===== src/rtl/core/elg_pkg.sv =====
// ----------------------------------------------------------------------------
// elg_pkg
// Shared types and constants of the ElGamal modular exponentiation engine.
// ----------------------------------------------------------------------------
package elg_pkg;

	localparam int DEF_WIDTH = 32;
	localparam int MOD_RESET = 3;
	localparam int GEN_RESET = 2;

	localparam logic [1:0] ACT_KEYGEN  = 2'd0;
	localparam logic [1:0] ACT_ENCRYPT = 2'd1;
	localparam logic [1:0] ACT_DECRYPT = 2'd2;

	typedef enum logic [3:0] {
		C_NONE,
		C_LOAD,
		C_START,
		C_DEGEN,
		C_RES_ONE,
		C_EXP_SHIFT,
		C_RES_TO_KEY,
		C_RES_TO_FIRST,
		C_INV_INIT,
		C_INV_FAIL
	} op_t;

	typedef enum logic [3:0] {
		J_RED_G,
		J_RED_PK,
		J_RED_C1,
		J_RED_MSG,
		J_RED_C2,
		J_SQR,
		J_MULB,
		J_MUL_KEY,
		J_DIV,
		J_PROD,
		J_MUL_INV
	} job_t;

	typedef struct packed {
		op_t  op;
		job_t job;
	} cmd_t;

	typedef struct packed {
		logic       busy;
		logic       done;
		logic       exp_msb;
		logic       r1_zero;
		logic       r0_one;
		logic       q_small;
		logic [1:0] action;
	} stat_t;

endpackage


===== src/rtl/core/elg_cfg.sv =====
// ----------------------------------------------------------------------------
// elg_cfg
// Configuration registers for modulus and generator behind an APB-style port.
// ----------------------------------------------------------------------------
module elg_cfg import elg_pkg::*; #(
	parameter int WIDTH = DEF_WIDTH,
	localparam int DW = (WIDTH > 32) ? 64 : 32,
	localparam int AW = (WIDTH > 32) ? 4 : 3
) (
	input  logic             clk,
	input  logic             arst_n,
	input  logic             psel,
	input  logic             penable,
	input  logic             pwrite,
	input  logic [AW-1:0]    paddr,
	input  logic [DW-1:0]    pwdata,
	output logic [DW-1:0]    prdata,
	output logic             pready,
	output logic [WIDTH-1:0] modulus,
	output logic [WIDTH-1:0] generator
);

	logic [WIDTH-1:0] modulus_q;
	logic [WIDTH-1:0] generator_q;
	logic             sel;

	assign sel    = paddr[AW-1];
	assign pready = 1'b1;

	always_ff @(posedge clk or negedge arst_n) begin
		if (!arst_n) begin
			modulus_q   <= WIDTH'(MOD_RESET);
			generator_q <= WIDTH'(GEN_RESET);
		end else if (psel && penable && pwrite) begin
			if (sel) begin
				generator_q <= pwdata[WIDTH-1:0];
			end else begin
				modulus_q <= pwdata[WIDTH-1:0];
			end
		end
	end

	assign prdata    = sel ? DW'(generator_q) : DW'(modulus_q);
	assign modulus   = modulus_q;
	assign generator = generator_q;

endmodule


===== src/rtl/core/elg_datapath.sv =====
// ----------------------------------------------------------------------------
// elg_datapath
// Operand registers and a bit-serial modular multiply / reduce / divide unit.
// ----------------------------------------------------------------------------
module elg_datapath import elg_pkg::*; #(
	parameter int WIDTH = DEF_WIDTH
) (
	input  logic             clk,
	input  logic             arst_n,
	input  cmd_t             cmd,
	output stat_t            stat,
	input  logic [WIDTH-1:0] modulus,
	input  logic [WIDTH-1:0] generator,
	input  logic [1:0]       action,
	input  logic [WIDTH-1:0] exponent,
	input  logic [WIDTH-1:0] peer_key,
	input  logic [WIDTH-1:0] message,
	input  logic [WIDTH-1:0] cipher_first,
	input  logic [WIDTH-1:0] cipher_second,
	output logic [WIDTH-1:0] first_result,
	output logic [WIDTH-1:0] second_result,
	output logic             no_inverse
);

	localparam int CW = $clog2(WIDTH);

	logic [1:0]       act_q;
	logic [WIDTH-1:0] e_q, pk_q, msg_q, c1_q, c2_q, exp_q;
	logic [WIDTH-1:0] base_q, res_q, key_q, aux_q;
	logic [WIDTH-1:0] r0_q, r1_q, t0_q, t1_q, rn_q, quo_q;
	logic [WIDTH-1:0] first_q, second_q;
	logic             flag_q;

	logic             busy_q;
	logic [CW-1:0]    cnt_q;
	job_t             job_q;
	logic [WIDTH-1:0] ua_q, ub_q, un_q, acc_q, qacc_q;

	logic [WIDTH-1:0] a_sel, b_sel, n_sel;
	logic             is_red, rbit, mbit, ge1, ge2, done;
	logic [WIDTH:0]   s1, s2;
	logic [WIDTH-1:0] d, m, acc_n, qbits_n, quo_red, t_sub;

	always_comb begin
		a_sel = '0;
		b_sel = '0;
		n_sel = modulus;
		case (cmd.job)
			J_RED_G:   b_sel = generator;
			J_RED_PK:  b_sel = pk_q;
			J_RED_C1:  b_sel = c1_q;
			J_RED_MSG: b_sel = msg_q;
			J_RED_C2:  b_sel = c2_q;
			J_SQR: begin
				a_sel = res_q;
				b_sel = res_q;
			end
			J_MULB: begin
				a_sel = base_q;
				b_sel = res_q;
			end
			J_MUL_KEY: begin
				a_sel = key_q;
				b_sel = aux_q;
			end
			J_DIV: begin
				b_sel = r0_q;
				n_sel = r1_q;
			end
			J_PROD: begin
				a_sel = t1_q;
				b_sel = quo_q;
			end
			J_MUL_INV: begin
				a_sel = t0_q;
				b_sel = aux_q;
			end
			default: b_sel = '0;
		endcase
	end

	always_comb begin
		case (job_q)
			J_RED_G, J_RED_PK, J_RED_C1, J_RED_MSG, J_RED_C2, J_DIV: is_red = 1'b1;
			default: is_red = 1'b0;
		endcase
		rbit    = is_red & ub_q[WIDTH-1];
		mbit    = ~is_red & ub_q[WIDTH-1];
		s1      = {acc_q, rbit};
		ge1     = s1 >= {1'b0, un_q};
		d       = ge1 ? WIDTH'(s1 - {1'b0, un_q}) : s1[WIDTH-1:0];
		s2      = {1'b0, d} + {1'b0, ua_q};
		ge2     = s2 >= {1'b0, un_q};
		m       = ge2 ? WIDTH'(s2 - {1'b0, un_q}) : s2[WIDTH-1:0];
		acc_n   = mbit ? m : d;
		qbits_n = {qacc_q[WIDTH-2:0], ge1};
		quo_red = (qbits_n >= modulus) ? (qbits_n - modulus) : qbits_n;
		t_sub   = (t0_q >= acc_n) ? (t0_q - acc_n) : (t0_q + (modulus - acc_n));
		done    = busy_q && (cnt_q == CW'(WIDTH - 1));
	end

	always_ff @(posedge clk or negedge arst_n) begin
		if (!arst_n) begin
			busy_q <= 1'b0;
			cnt_q  <= '0;
		end else if (cmd.op == C_START) begin
			busy_q <= 1'b1;
			cnt_q  <= '0;
		end else if (busy_q) begin
			cnt_q <= cnt_q + 1'b1;
			if (done) begin
				busy_q <= 1'b0;
			end
		end
	end

	always_ff @(posedge clk) begin
		if (cmd.op == C_START) begin
			job_q  <= cmd.job;
			ua_q   <= a_sel;
			ub_q   <= b_sel;
			un_q   <= n_sel;
			acc_q  <= '0;
			qacc_q <= '0;
		end else if (busy_q) begin
			acc_q  <= acc_n;
			ub_q   <= {ub_q[WIDTH-2:0], 1'b0};
			qacc_q <= qbits_n;
		end
	end

	always_ff @(posedge clk) begin
		if (done) begin
			case (job_q)
				J_RED_G, J_RED_PK, J_RED_C1: base_q <= acc_n;
				J_RED_MSG, J_RED_C2:         aux_q <= acc_n;
				J_SQR, J_MULB:               res_q <= acc_n;
				J_MUL_KEY:                   second_q <= acc_n;
				J_MUL_INV:                   first_q <= acc_n;
				J_DIV: begin
					rn_q  <= acc_n;
					quo_q <= quo_red;
				end
				J_PROD: begin
					t0_q <= t1_q;
					t1_q <= t_sub;
					r0_q <= r1_q;
					r1_q <= rn_q;
				end
				default: res_q <= res_q;
			endcase
		end else begin
			case (cmd.op)
				C_LOAD: begin
					act_q    <= action;
					e_q      <= exponent;
					pk_q     <= peer_key;
					msg_q    <= message;
					c1_q     <= cipher_first;
					c2_q     <= cipher_second;
					first_q  <= '0;
					second_q <= '0;
					flag_q   <= 1'b0;
				end
				C_DEGEN:        flag_q <= (act_q == ACT_DECRYPT);
				C_RES_ONE: begin
					res_q <= WIDTH'(1);
					exp_q <= e_q;
				end
				C_EXP_SHIFT:    exp_q <= {exp_q[WIDTH-2:0], 1'b0};
				C_RES_TO_KEY:   key_q <= res_q;
				C_RES_TO_FIRST: first_q <= res_q;
				C_INV_INIT: begin
					r0_q <= modulus;
					r1_q <= res_q;
					t0_q <= '0;
					t1_q <= WIDTH'(1);
				end
				C_INV_FAIL: begin
					first_q <= '0;
					flag_q  <= 1'b1;
				end
				default: flag_q <= flag_q;
			endcase
		end
	end

	always_comb begin
		stat.busy    = busy_q;
		stat.done    = done;
		stat.exp_msb = exp_q[WIDTH-1];
		stat.r1_zero = (r1_q == '0);
		stat.r0_one  = (r0_q == WIDTH'(1));
		stat.q_small = (modulus < WIDTH'(2));
		stat.action  = act_q;
	end

	assign first_result  = first_q;
	assign second_result = second_q;
	assign no_inverse    = flag_q;

endmodule


===== src/rtl/core/elg_ctrl.sv =====
// ----------------------------------------------------------------------------
// elg_ctrl
// Sequencer for reductions, square-and-multiply and the extended Euclid loop.
// ----------------------------------------------------------------------------
module elg_ctrl import elg_pkg::*; (
	input  logic  clk,
	input  logic  arst_n,
	input  logic  s_tvalid,
	output logic  s_tready,
	output logic  m_tvalid,
	input  logic  m_tready,
	input  stat_t stat,
	input  logic  bit_last,
	output cmd_t  cmd
);

	typedef enum logic [15:0] {
		S_IDLE      = 16'b0000_0000_0000_0001,
		S_DISPATCH  = 16'b0000_0000_0000_0010,
		S_RED1      = 16'b0000_0000_0000_0100,
		S_POW_INIT  = 16'b0000_0000_0000_1000,
		S_SQR       = 16'b0000_0000_0001_0000,
		S_MULB      = 16'b0000_0000_0010_0000,
		S_POW_NEXT  = 16'b0000_0000_0100_0000,
		S_AFTER_POW = 16'b0000_0000_1000_0000,
		S_RED2      = 16'b0000_0001_0000_0000,
		S_FINAL_MUL = 16'b0000_0010_0000_0000,
		S_INV_TEST  = 16'b0000_0100_0000_0000,
		S_DIV       = 16'b0000_1000_0000_0000,
		S_PROD      = 16'b0001_0000_0000_0000,
		S_OUT       = 16'b0010_0000_0000_0000
	} state_t;

	state_t state_q, state_n;
	logic   pend_q, pend_n;
	logic   step_q, step_n;
	logic   job_go;

	always_comb begin
		state_n = state_q;
		pend_n  = pend_q;
		step_n  = step_q;
		cmd.op  = C_NONE;
		cmd.job = J_SQR;
		job_go  = 1'b0;
		case (state_q)
			S_IDLE: begin
				if (s_tvalid) begin
					cmd.op  = C_LOAD;
					state_n = S_DISPATCH;
				end
			end
			S_DISPATCH: begin
				step_n = 1'b0;
				if (stat.q_small) begin
					cmd.op  = C_DEGEN;
					state_n = S_OUT;
				end else if (stat.action == ACT_KEYGEN || stat.action == ACT_ENCRYPT ||
						stat.action == ACT_DECRYPT) begin
					state_n = S_RED1;
				end else begin
					state_n = S_OUT;
				end
			end
			S_RED1: begin
				if (stat.action == ACT_ENCRYPT && !step_q) begin
					cmd.job = J_RED_PK;
				end else if (stat.action == ACT_DECRYPT) begin
					cmd.job = J_RED_C1;
				end else begin
					cmd.job = J_RED_G;
				end
				job_go = 1'b1;
				if (pend_q && stat.done) begin
					state_n = S_POW_INIT;
				end
			end
			S_POW_INIT: begin
				cmd.op  = C_RES_ONE;
				state_n = S_SQR;
			end
			S_SQR: begin
				cmd.job = J_SQR;
				job_go  = 1'b1;
				if (pend_q && stat.done) begin
					state_n = stat.exp_msb ? S_MULB : S_POW_NEXT;
				end
			end
			S_MULB: begin
				cmd.job = J_MULB;
				job_go  = 1'b1;
				if (pend_q && stat.done) begin
					state_n = S_POW_NEXT;
				end
			end
			S_POW_NEXT: begin
				cmd.op = C_EXP_SHIFT;
				if (bit_last) begin
					state_n = S_AFTER_POW;
				end else begin
					state_n = S_SQR;
				end
			end
			S_AFTER_POW: begin
				if (stat.action == ACT_DECRYPT) begin
					cmd.op  = C_INV_INIT;
					state_n = S_INV_TEST;
				end else if (stat.action == ACT_ENCRYPT && !step_q) begin
					cmd.op  = C_RES_TO_KEY;
					step_n  = 1'b1;
					state_n = S_RED1;
				end else if (stat.action == ACT_ENCRYPT) begin
					cmd.op  = C_RES_TO_FIRST;
					state_n = S_RED2;
				end else begin
					cmd.op  = C_RES_TO_FIRST;
					state_n = S_OUT;
				end
			end
			S_RED2: begin
				cmd.job = (stat.action == ACT_ENCRYPT) ? J_RED_MSG : J_RED_C2;
				job_go  = 1'b1;
				if (pend_q && stat.done) begin
					state_n = S_FINAL_MUL;
				end
			end
			S_FINAL_MUL: begin
				cmd.job = (stat.action == ACT_ENCRYPT) ? J_MUL_KEY : J_MUL_INV;
				job_go  = 1'b1;
				if (pend_q && stat.done) begin
					state_n = S_OUT;
				end
			end
			S_INV_TEST: begin
				if (!stat.r1_zero) begin
					state_n = S_DIV;
				end else if (stat.r0_one) begin
					state_n = S_RED2;
				end else begin
					cmd.op  = C_INV_FAIL;
					state_n = S_OUT;
				end
			end
			S_DIV: begin
				cmd.job = J_DIV;
				job_go  = 1'b1;
				if (pend_q && stat.done) begin
					state_n = S_PROD;
				end
			end
			S_PROD: begin
				cmd.job = J_PROD;
				job_go  = 1'b1;
				if (pend_q && stat.done) begin
					state_n = S_INV_TEST;
				end
			end
			S_OUT: begin
				if (m_tready) begin
					state_n = S_IDLE;
				end
			end
			default: state_n = S_IDLE;
		endcase
		if (job_go) begin
			if (!pend_q) begin
				cmd.op = C_START;
				pend_n = 1'b1;
			end else if (stat.done) begin
				pend_n = 1'b0;
			end
		end
	end

	always_ff @(posedge clk or negedge arst_n) begin
		if (!arst_n) begin
			state_q <= S_IDLE;
			pend_q  <= 1'b0;
			step_q  <= 1'b0;
		end else begin
			state_q <= state_n;
			pend_q  <= pend_n;
			step_q  <= step_n;
		end
	end

	assign s_tready = (state_q == S_IDLE);
	assign m_tvalid = (state_q == S_OUT);

endmodule


===== src/rtl/core/elg_modexp_top_note.sv =====
// ----------------------------------------------------------------------------
// elg_bitcnt
// Counts exponent bits of the square-and-multiply loop for any WIDTH.
// ----------------------------------------------------------------------------
module elg_bitcnt import elg_pkg::*; #(
	parameter int WIDTH = DEF_WIDTH
) (
	input  logic clk,
	input  logic arst_n,
	input  cmd_t cmd,
	output logic last
);

	localparam int CW = $clog2(WIDTH);

	logic [CW-1:0] cnt_q;

	always_ff @(posedge clk or negedge arst_n) begin
		if (!arst_n) begin
			cnt_q <= '0;
		end else if (cmd.op == C_RES_ONE) begin
			cnt_q <= '0;
		end else if (cmd.op == C_EXP_SHIFT) begin
			cnt_q <= cnt_q + 1'b1;
		end
	end

	assign last = (cnt_q == CW'(WIDTH - 1));

endmodule


===== src/rtl/core/elgamal_modexp_engine.sv =====
// ----------------------------------------------------------------------------
// elgamal_modexp_engine
// ElGamal key generation, encryption and decryption over a modulus q.
//
// Channel  Direction  Handshake                 Payload
// s_*      in         s_tvalid / s_tready       action, exponent, keys, cipher
// m_*      out        m_tvalid / m_tready       first/second result, no_inverse
// apb      in         psel & penable & pwrite   modulus (0x0), generator (0x4)
//
// One transaction at a time; each serial multiply, reduction or division step
// runs in the shared bit-serial unit. A power is a square per exponent bit
// plus a multiply per set bit, after a base reduction; encryption runs two
// powers and a multiply, decryption one power, up to about 1.5*WIDTH Euclid
// rounds of divide and product steps and a final multiply. Reset clears the
// controller and restores modulus 3 and generator 2. A stalled result holds.
// ----------------------------------------------------------------------------
module elgamal_modexp_engine import elg_pkg::*; #(
	parameter int WIDTH = DEF_WIDTH,
	localparam int IDW = ((5 * WIDTH + 7) / 8) * 8,
	localparam int ODW = ((2 * WIDTH + 7) / 8) * 8,
	localparam int DW  = (WIDTH > 32) ? 64 : 32,
	localparam int AW  = (WIDTH > 32) ? 4 : 3
) (
	input  logic           clk,
	input  logic           arst_n,
	input  logic           s_tvalid,
	output logic           s_tready,
	// exponent, peer_key, message, cipher_first, cipher_second
	input  logic [IDW-1:0] s_tdata,
	// action
	input  logic [1:0]     s_tuser,
	output logic           m_tvalid,
	input  logic           m_tready,
	// first_result, second_result
	output logic [ODW-1:0] m_tdata,
	// no_inverse
	output logic           m_tuser,
	input  logic           psel,
	input  logic           penable,
	input  logic           pwrite,
	input  logic [AW-1:0]  paddr,
	input  logic [DW-1:0]  pwdata,
	output logic [DW-1:0]  prdata,
	output logic           pready
);

	cmd_t             cmd;
	stat_t            stat;
	stat_t            stat_c;
	logic             bit_last;
	logic [WIDTH-1:0] modulus, generator, first_result, second_result;

	elg_cfg #(.WIDTH(WIDTH)) u_cfg (
		.clk       (clk),
		.arst_n    (arst_n),
		.psel      (psel),
		.penable   (penable),
		.pwrite    (pwrite),
		.paddr     (paddr),
		.pwdata    (pwdata),
		.prdata    (prdata),
		.pready    (pready),
		.modulus   (modulus),
		.generator (generator)
	);

	elg_datapath #(.WIDTH(WIDTH)) u_dp (
		.clk           (clk),
		.arst_n        (arst_n),
		.cmd           (cmd),
		.stat          (stat),
		.modulus       (modulus),
		.generator     (generator),
		.action        (s_tuser),
		.exponent      (s_tdata[WIDTH-1:0]),
		.peer_key      (s_tdata[2*WIDTH-1:WIDTH]),
		.message       (s_tdata[3*WIDTH-1:2*WIDTH]),
		.cipher_first  (s_tdata[4*WIDTH-1:3*WIDTH]),
		.cipher_second (s_tdata[5*WIDTH-1:4*WIDTH]),
		.first_result  (first_result),
		.second_result (second_result),
		.no_inverse    (m_tuser)
	);

	elg_bitcnt #(.WIDTH(WIDTH)) u_bitcnt (
		.clk    (clk),
		.arst_n (arst_n),
		.cmd    (cmd),
		.last   (bit_last)
	);

	// The exponent bit count follows WIDTH; the controller sees the end of the
	// exponent through the bit counter's last flag, not the MSB-first shift register.
	always_comb begin
		stat_c = stat;
		stat_c.exp_msb = stat.exp_msb;
	end

	elg_ctrl u_ctrl (
		.clk      (clk),
		.arst_n   (arst_n),
		.s_tvalid (s_tvalid),
		.s_tready (s_tready),
		.m_tvalid (m_tvalid),
		.m_tready (m_tready),
		.stat     (stat_c),
		.bit_last (bit_last),
		.cmd      (cmd)
	);

	assign m_tdata = ODW'({second_result, first_result});

	a_no_overlap: assert property (@(posedge clk) disable iff (!arst_n)
		!(s_tready && m_tvalid))
		else $error("input and output sides open together");

	a_start_idle: assert property (@(posedge clk) disable iff (!arst_n)
		(cmd.op == C_START) |-> !stat.busy)
		else $error("serial unit started while busy");

	a_flag_zero: assert property (@(posedge clk) disable iff (!arst_n)
		(m_tvalid && m_tuser) |-> (m_tdata == '0))
		else $error("no_inverse result carries nonzero data");

	a_accept_busy: assert property (@(posedge clk) disable iff (!arst_n)
		(s_tvalid && s_tready) |=> !s_tready)
		else $error("second transaction accepted while busy");

endmodule


===== config.mk =====
export PLATFORM = sky130hd
export DESIGN_NAME = elgamal_modexp_engine
export DESIGN_NICKNAME = d
export VERILOG_FILES = /design/src/rtl/core/elg_pkg.sv /design/src/rtl/core/elg_cfg.sv /design/src/rtl/core/elg_datapath.sv /design/src/rtl/core/elg_ctrl.sv /design/src/rtl/core/elg_modexp_top_note.sv /design/src/rtl/core/elgamal_modexp_engine.sv
export SDC_FILE = /design/constraint.sdc
export NUM_CORES = 2
export LEC_CHECK = 0
export BUFFER_PORTS_ARGS = -buffer_cell sky130_fd_sc_hd__buf_4
export CAP_MARGIN = 5
export CORE_MARGIN = 2
export CORE_UTILIZATION = 50
export CTS_CLUSTER_SIZE = 28
export DETAILED_ROUTE_END_ITERATION = 6
export PLACE_DENSITY = 0.76
export SLEW_MARGIN = 40
export SYNTH_ARGS = -nofsm -noshare
export SYNTH_HDL_FRONTEND = slang
export SYNTH_SLANG_ARGS = --single-unit

===== constraint.sdc =====
create_clock -name clk -period 12.1 [get_ports clk]
set_input_delay 1.21 -clock clk [delete_from_list [all_inputs] [get_ports clk]]
set_output_delay 1.21 -clock clk [all_outputs]
set_load 0.01 [all_outputs]

==> out/metrics.csv <==
stage,metric,value,unit
outcome,status,"complete, but fails checks",
outcome,violations,DRC,
worst_setup_path,arrival,11.89,ns
detailed_routing,wl_per_cell,24.4,um
min_path,min_from,u_bitcnt.cnt_q[3],
grt,grt_use_total,0.305,
sta,clock_skew,0.0204,ns
min_path,holdCritPathClass,reg -> reg,
die,coreArea,90300,sq um
detailed_routing,drc,3,
clocking,cts_setup_buffers,0,
worst_setup_path,cpMaxStageDelayCell,edfxtp_1,
min_path,holdPathEnd,u_bitcnt.cnt_q[3],
place,portBuffers,300,
clocking,clk_pin_slew,0.06,ns
yosys,synth-edff-count,679,
clocking,cts_tree,done,
finish,fin_nets,5147,
die,dieWidth,306,um
yosys,synth_common_cells,"edfxtp_1, nand2_1, nor2_1",
sta,fin_crit_sh,0.952,
die,initial_core_util,0.506,
clocking,cts_hold_buf,0,
place,gp_congestion,1.03,
sta,drv_slew,0,
job,cap_violations,0,
worst_setup_path,crit_fanout,11,
yosys,async_flop_share,0.109,
finish,layout-drive-gt1-share,0.193,
yosys,synth_fp_nets,4670,
yosys,yosysTopAreaCellShare,0.447,
worst_setup_path,cp_slowest_stage_delay,0.53,ns
yosys,ys_warn_count,0,
worst_setup_path,r2r-end,u_dp.t1_q[26],
detailed_routing,drt_wl_total,145,mm
worst_setup_path,regToRegSetupSlack,0.59,ns
finish,areaGrowthSynthToFinish,18.1,%
worst_setup_path,crit_required,12.47,ns
yosys,syn-instance-count,4230,
clocking,root_buffer,clkbuf_16,
place,dp_hpwl,109,mm
detailed_routing,top_layer_used,met4,
grt,grt_pass1_wl,215,mm
worst_setup_path,startpoint_type,register,
detailed_routing,wl_met1,58.4,mm
yosys,yosys.cell_count.top_type,edfxtp_1,
grt,grt_pass1_vias,35200,
detailed_routing,ant_nets,0,
worst_setup_path,reg2reg_from,u_dp.job_q[3],
die,die_h,306,um
clocking,cts_max_level,3,
sta,tightest_slew,0.873,ns
sta,fin_setup_tns,0,ns
sta,hold_viol_final,0,
yosys,syn-cell-area,45700,sq um
detailed_routing,wl_met2,65.2,mm
sta,max_freq,86.8,MHz
yosys,synthTopCellsByArea,"edfxtp_1, ha_1, nand2_1, dfrtp_1, a21oi_1",
sta,setup_viol,0,
grt,antenna_found_initial,3,
clocking,cts_resized,0,
clocking,cts_buffer_depth,3,
worst_setup_path,endpoint_kind,register,
yosys,synth_top_flop_cell,edfxtp_1,
sta,rsz0062_at_grt,false,
grt,grt.overflow.total,0,
yosys,synthDistinctLibCells,116,
detailed_routing,vias,36600,
detailed_routing,viasPerCell,6.14,
sta,maxSlewHeadroom,0.413,
worst_setup_path,critPathKind,reg -> reg,
clocking,numCtsBuffers,87,
detailed_routing,drtIter0Drc,4281,
grt,grt_max_degree,88,
detailed_routing,drtPass1Iterations,7,
worst_setup_path,crit_top_cell,a21oi_1,
detailed_routing,wl_met3,15.5,mm
worst_setup_path,ff2ff_path_depth,46,
sta,period_needed,11.51,ns
yosys,seq_area_frac_synth,0.524,
min_path,hold_depth,1,
die,io_pins,304,
clocking,clock_latency,0.66,ns
yosys,synth-seq-cells,833,
die,die_area,93700,sq um
yosys,synth_largest_area_cell,edfxtp_1,
yosys,synth.avg_cell_area,10.8,sq um
clocking,numClockSinks,833,
die,rows,110,
## metal layers
layer  track usage  up-vias
met5             0        -
met3        0.0516      299
met2         0.478     2008
li1              -    16600
met4         0.123        0
met1         0.423    17700
## through the flow
stage                     utilization  hold WS, ns  setup WS [ns]  instances  cell area, sq um
final                           0.597        0.481          0.585       5952             53900
after global placement          0.562        0.455          0.967       5793             50800
after CTS                       0.597        0.482          0.754       5951             53900
after global routing            0.597        0.505         0.0280       5951             53900
after floorplan                     -        0.437           2.31       4230             45700
after detailed placement        0.563        0.466          0.806       5794             50800
## cell usage in the layout (no fill, tap or decap), types with 102 or more instances in the layout
cell type    n
a21oi_1    270
buf_4      554
edfxtp_1   679
ha_1       199
inv_1      187
mux2_2     109
mux2i_1    110
nand2_1    643
nand3_1    102
nor2_1     276
o21ai_0    202
xnor2_1    103
## area by class of cell
type                    instances  area [sq um]
diodes                          1          2.50
clock buffers                 107          2370
clock inverters                50           683
fillers                      7324         36400
inverters                     190           716
multi-input cells            3031         20400
flip-flops and latches        833         23900
well taps                    1176          1470
repair buffers                564          4320
## worst max path at each step
stage	startpoint	slack (ns)	to	depth (start not counted)
floorplan	u_dp.job_q[0]	2.31	u_dp.t1_q[25]	45
detailed placement	u_dp.job_q[3]	0.81	u_dp.t1_q[26]	46
CTS	u_dp.job_q[3]	0.75	u_dp.t1_q[26]	46
global placement	u_dp.job_q[2]	0.97	u_dp.t1_q[26]	46
finish	u_dp.job_q[3]	0.59	u_dp.t1_q[26]	46
global route	u_dp.job_q[3]	0.03	u_dp.t1_q[19]	46
## cells by family (layout without fill, tap and decap cells)
| family | count (synthesis) | in the layout | share of synthesized area |
|---|---|---|---|
| simple gates | 1382 | 1382 | 0.141 |
| compound gates | 1030 | 1030 | 0.148 |
| flops | 833 | 833 | 0.524 |
| buf+inv | 366 | 911 | 0.0328 |
| fa+ha+maj | 236 | 236 | 0.0706 |
| mux | 235 | 235 | 0.0557 |
| xor+xnor | 147 | 147 | 0.0282 |
| other cells | 1 | 2 | 0.0000821 |
## worst max-delay path, delay by kind of cell (launching register included)
| kind | cells | cell delay [ns] |
|---|---|---|
| xor gates and xnor gates | 2 | 0.28 |
| AOI/OAI and AO/OA | 20 | 4.98 |
| adders and majority gates | 6 | 2.16 |
| muxes | 3 | 0.87 |
| DFF | 1 | 0.53 |
| buffers and inverters | 7 | 0.95 |
| and+or+nand+nor | 8 | 1.43 |
Power is not shown: default switching activity piles up to over one toggle a cycle in this logic, so the estimate is an artifact.
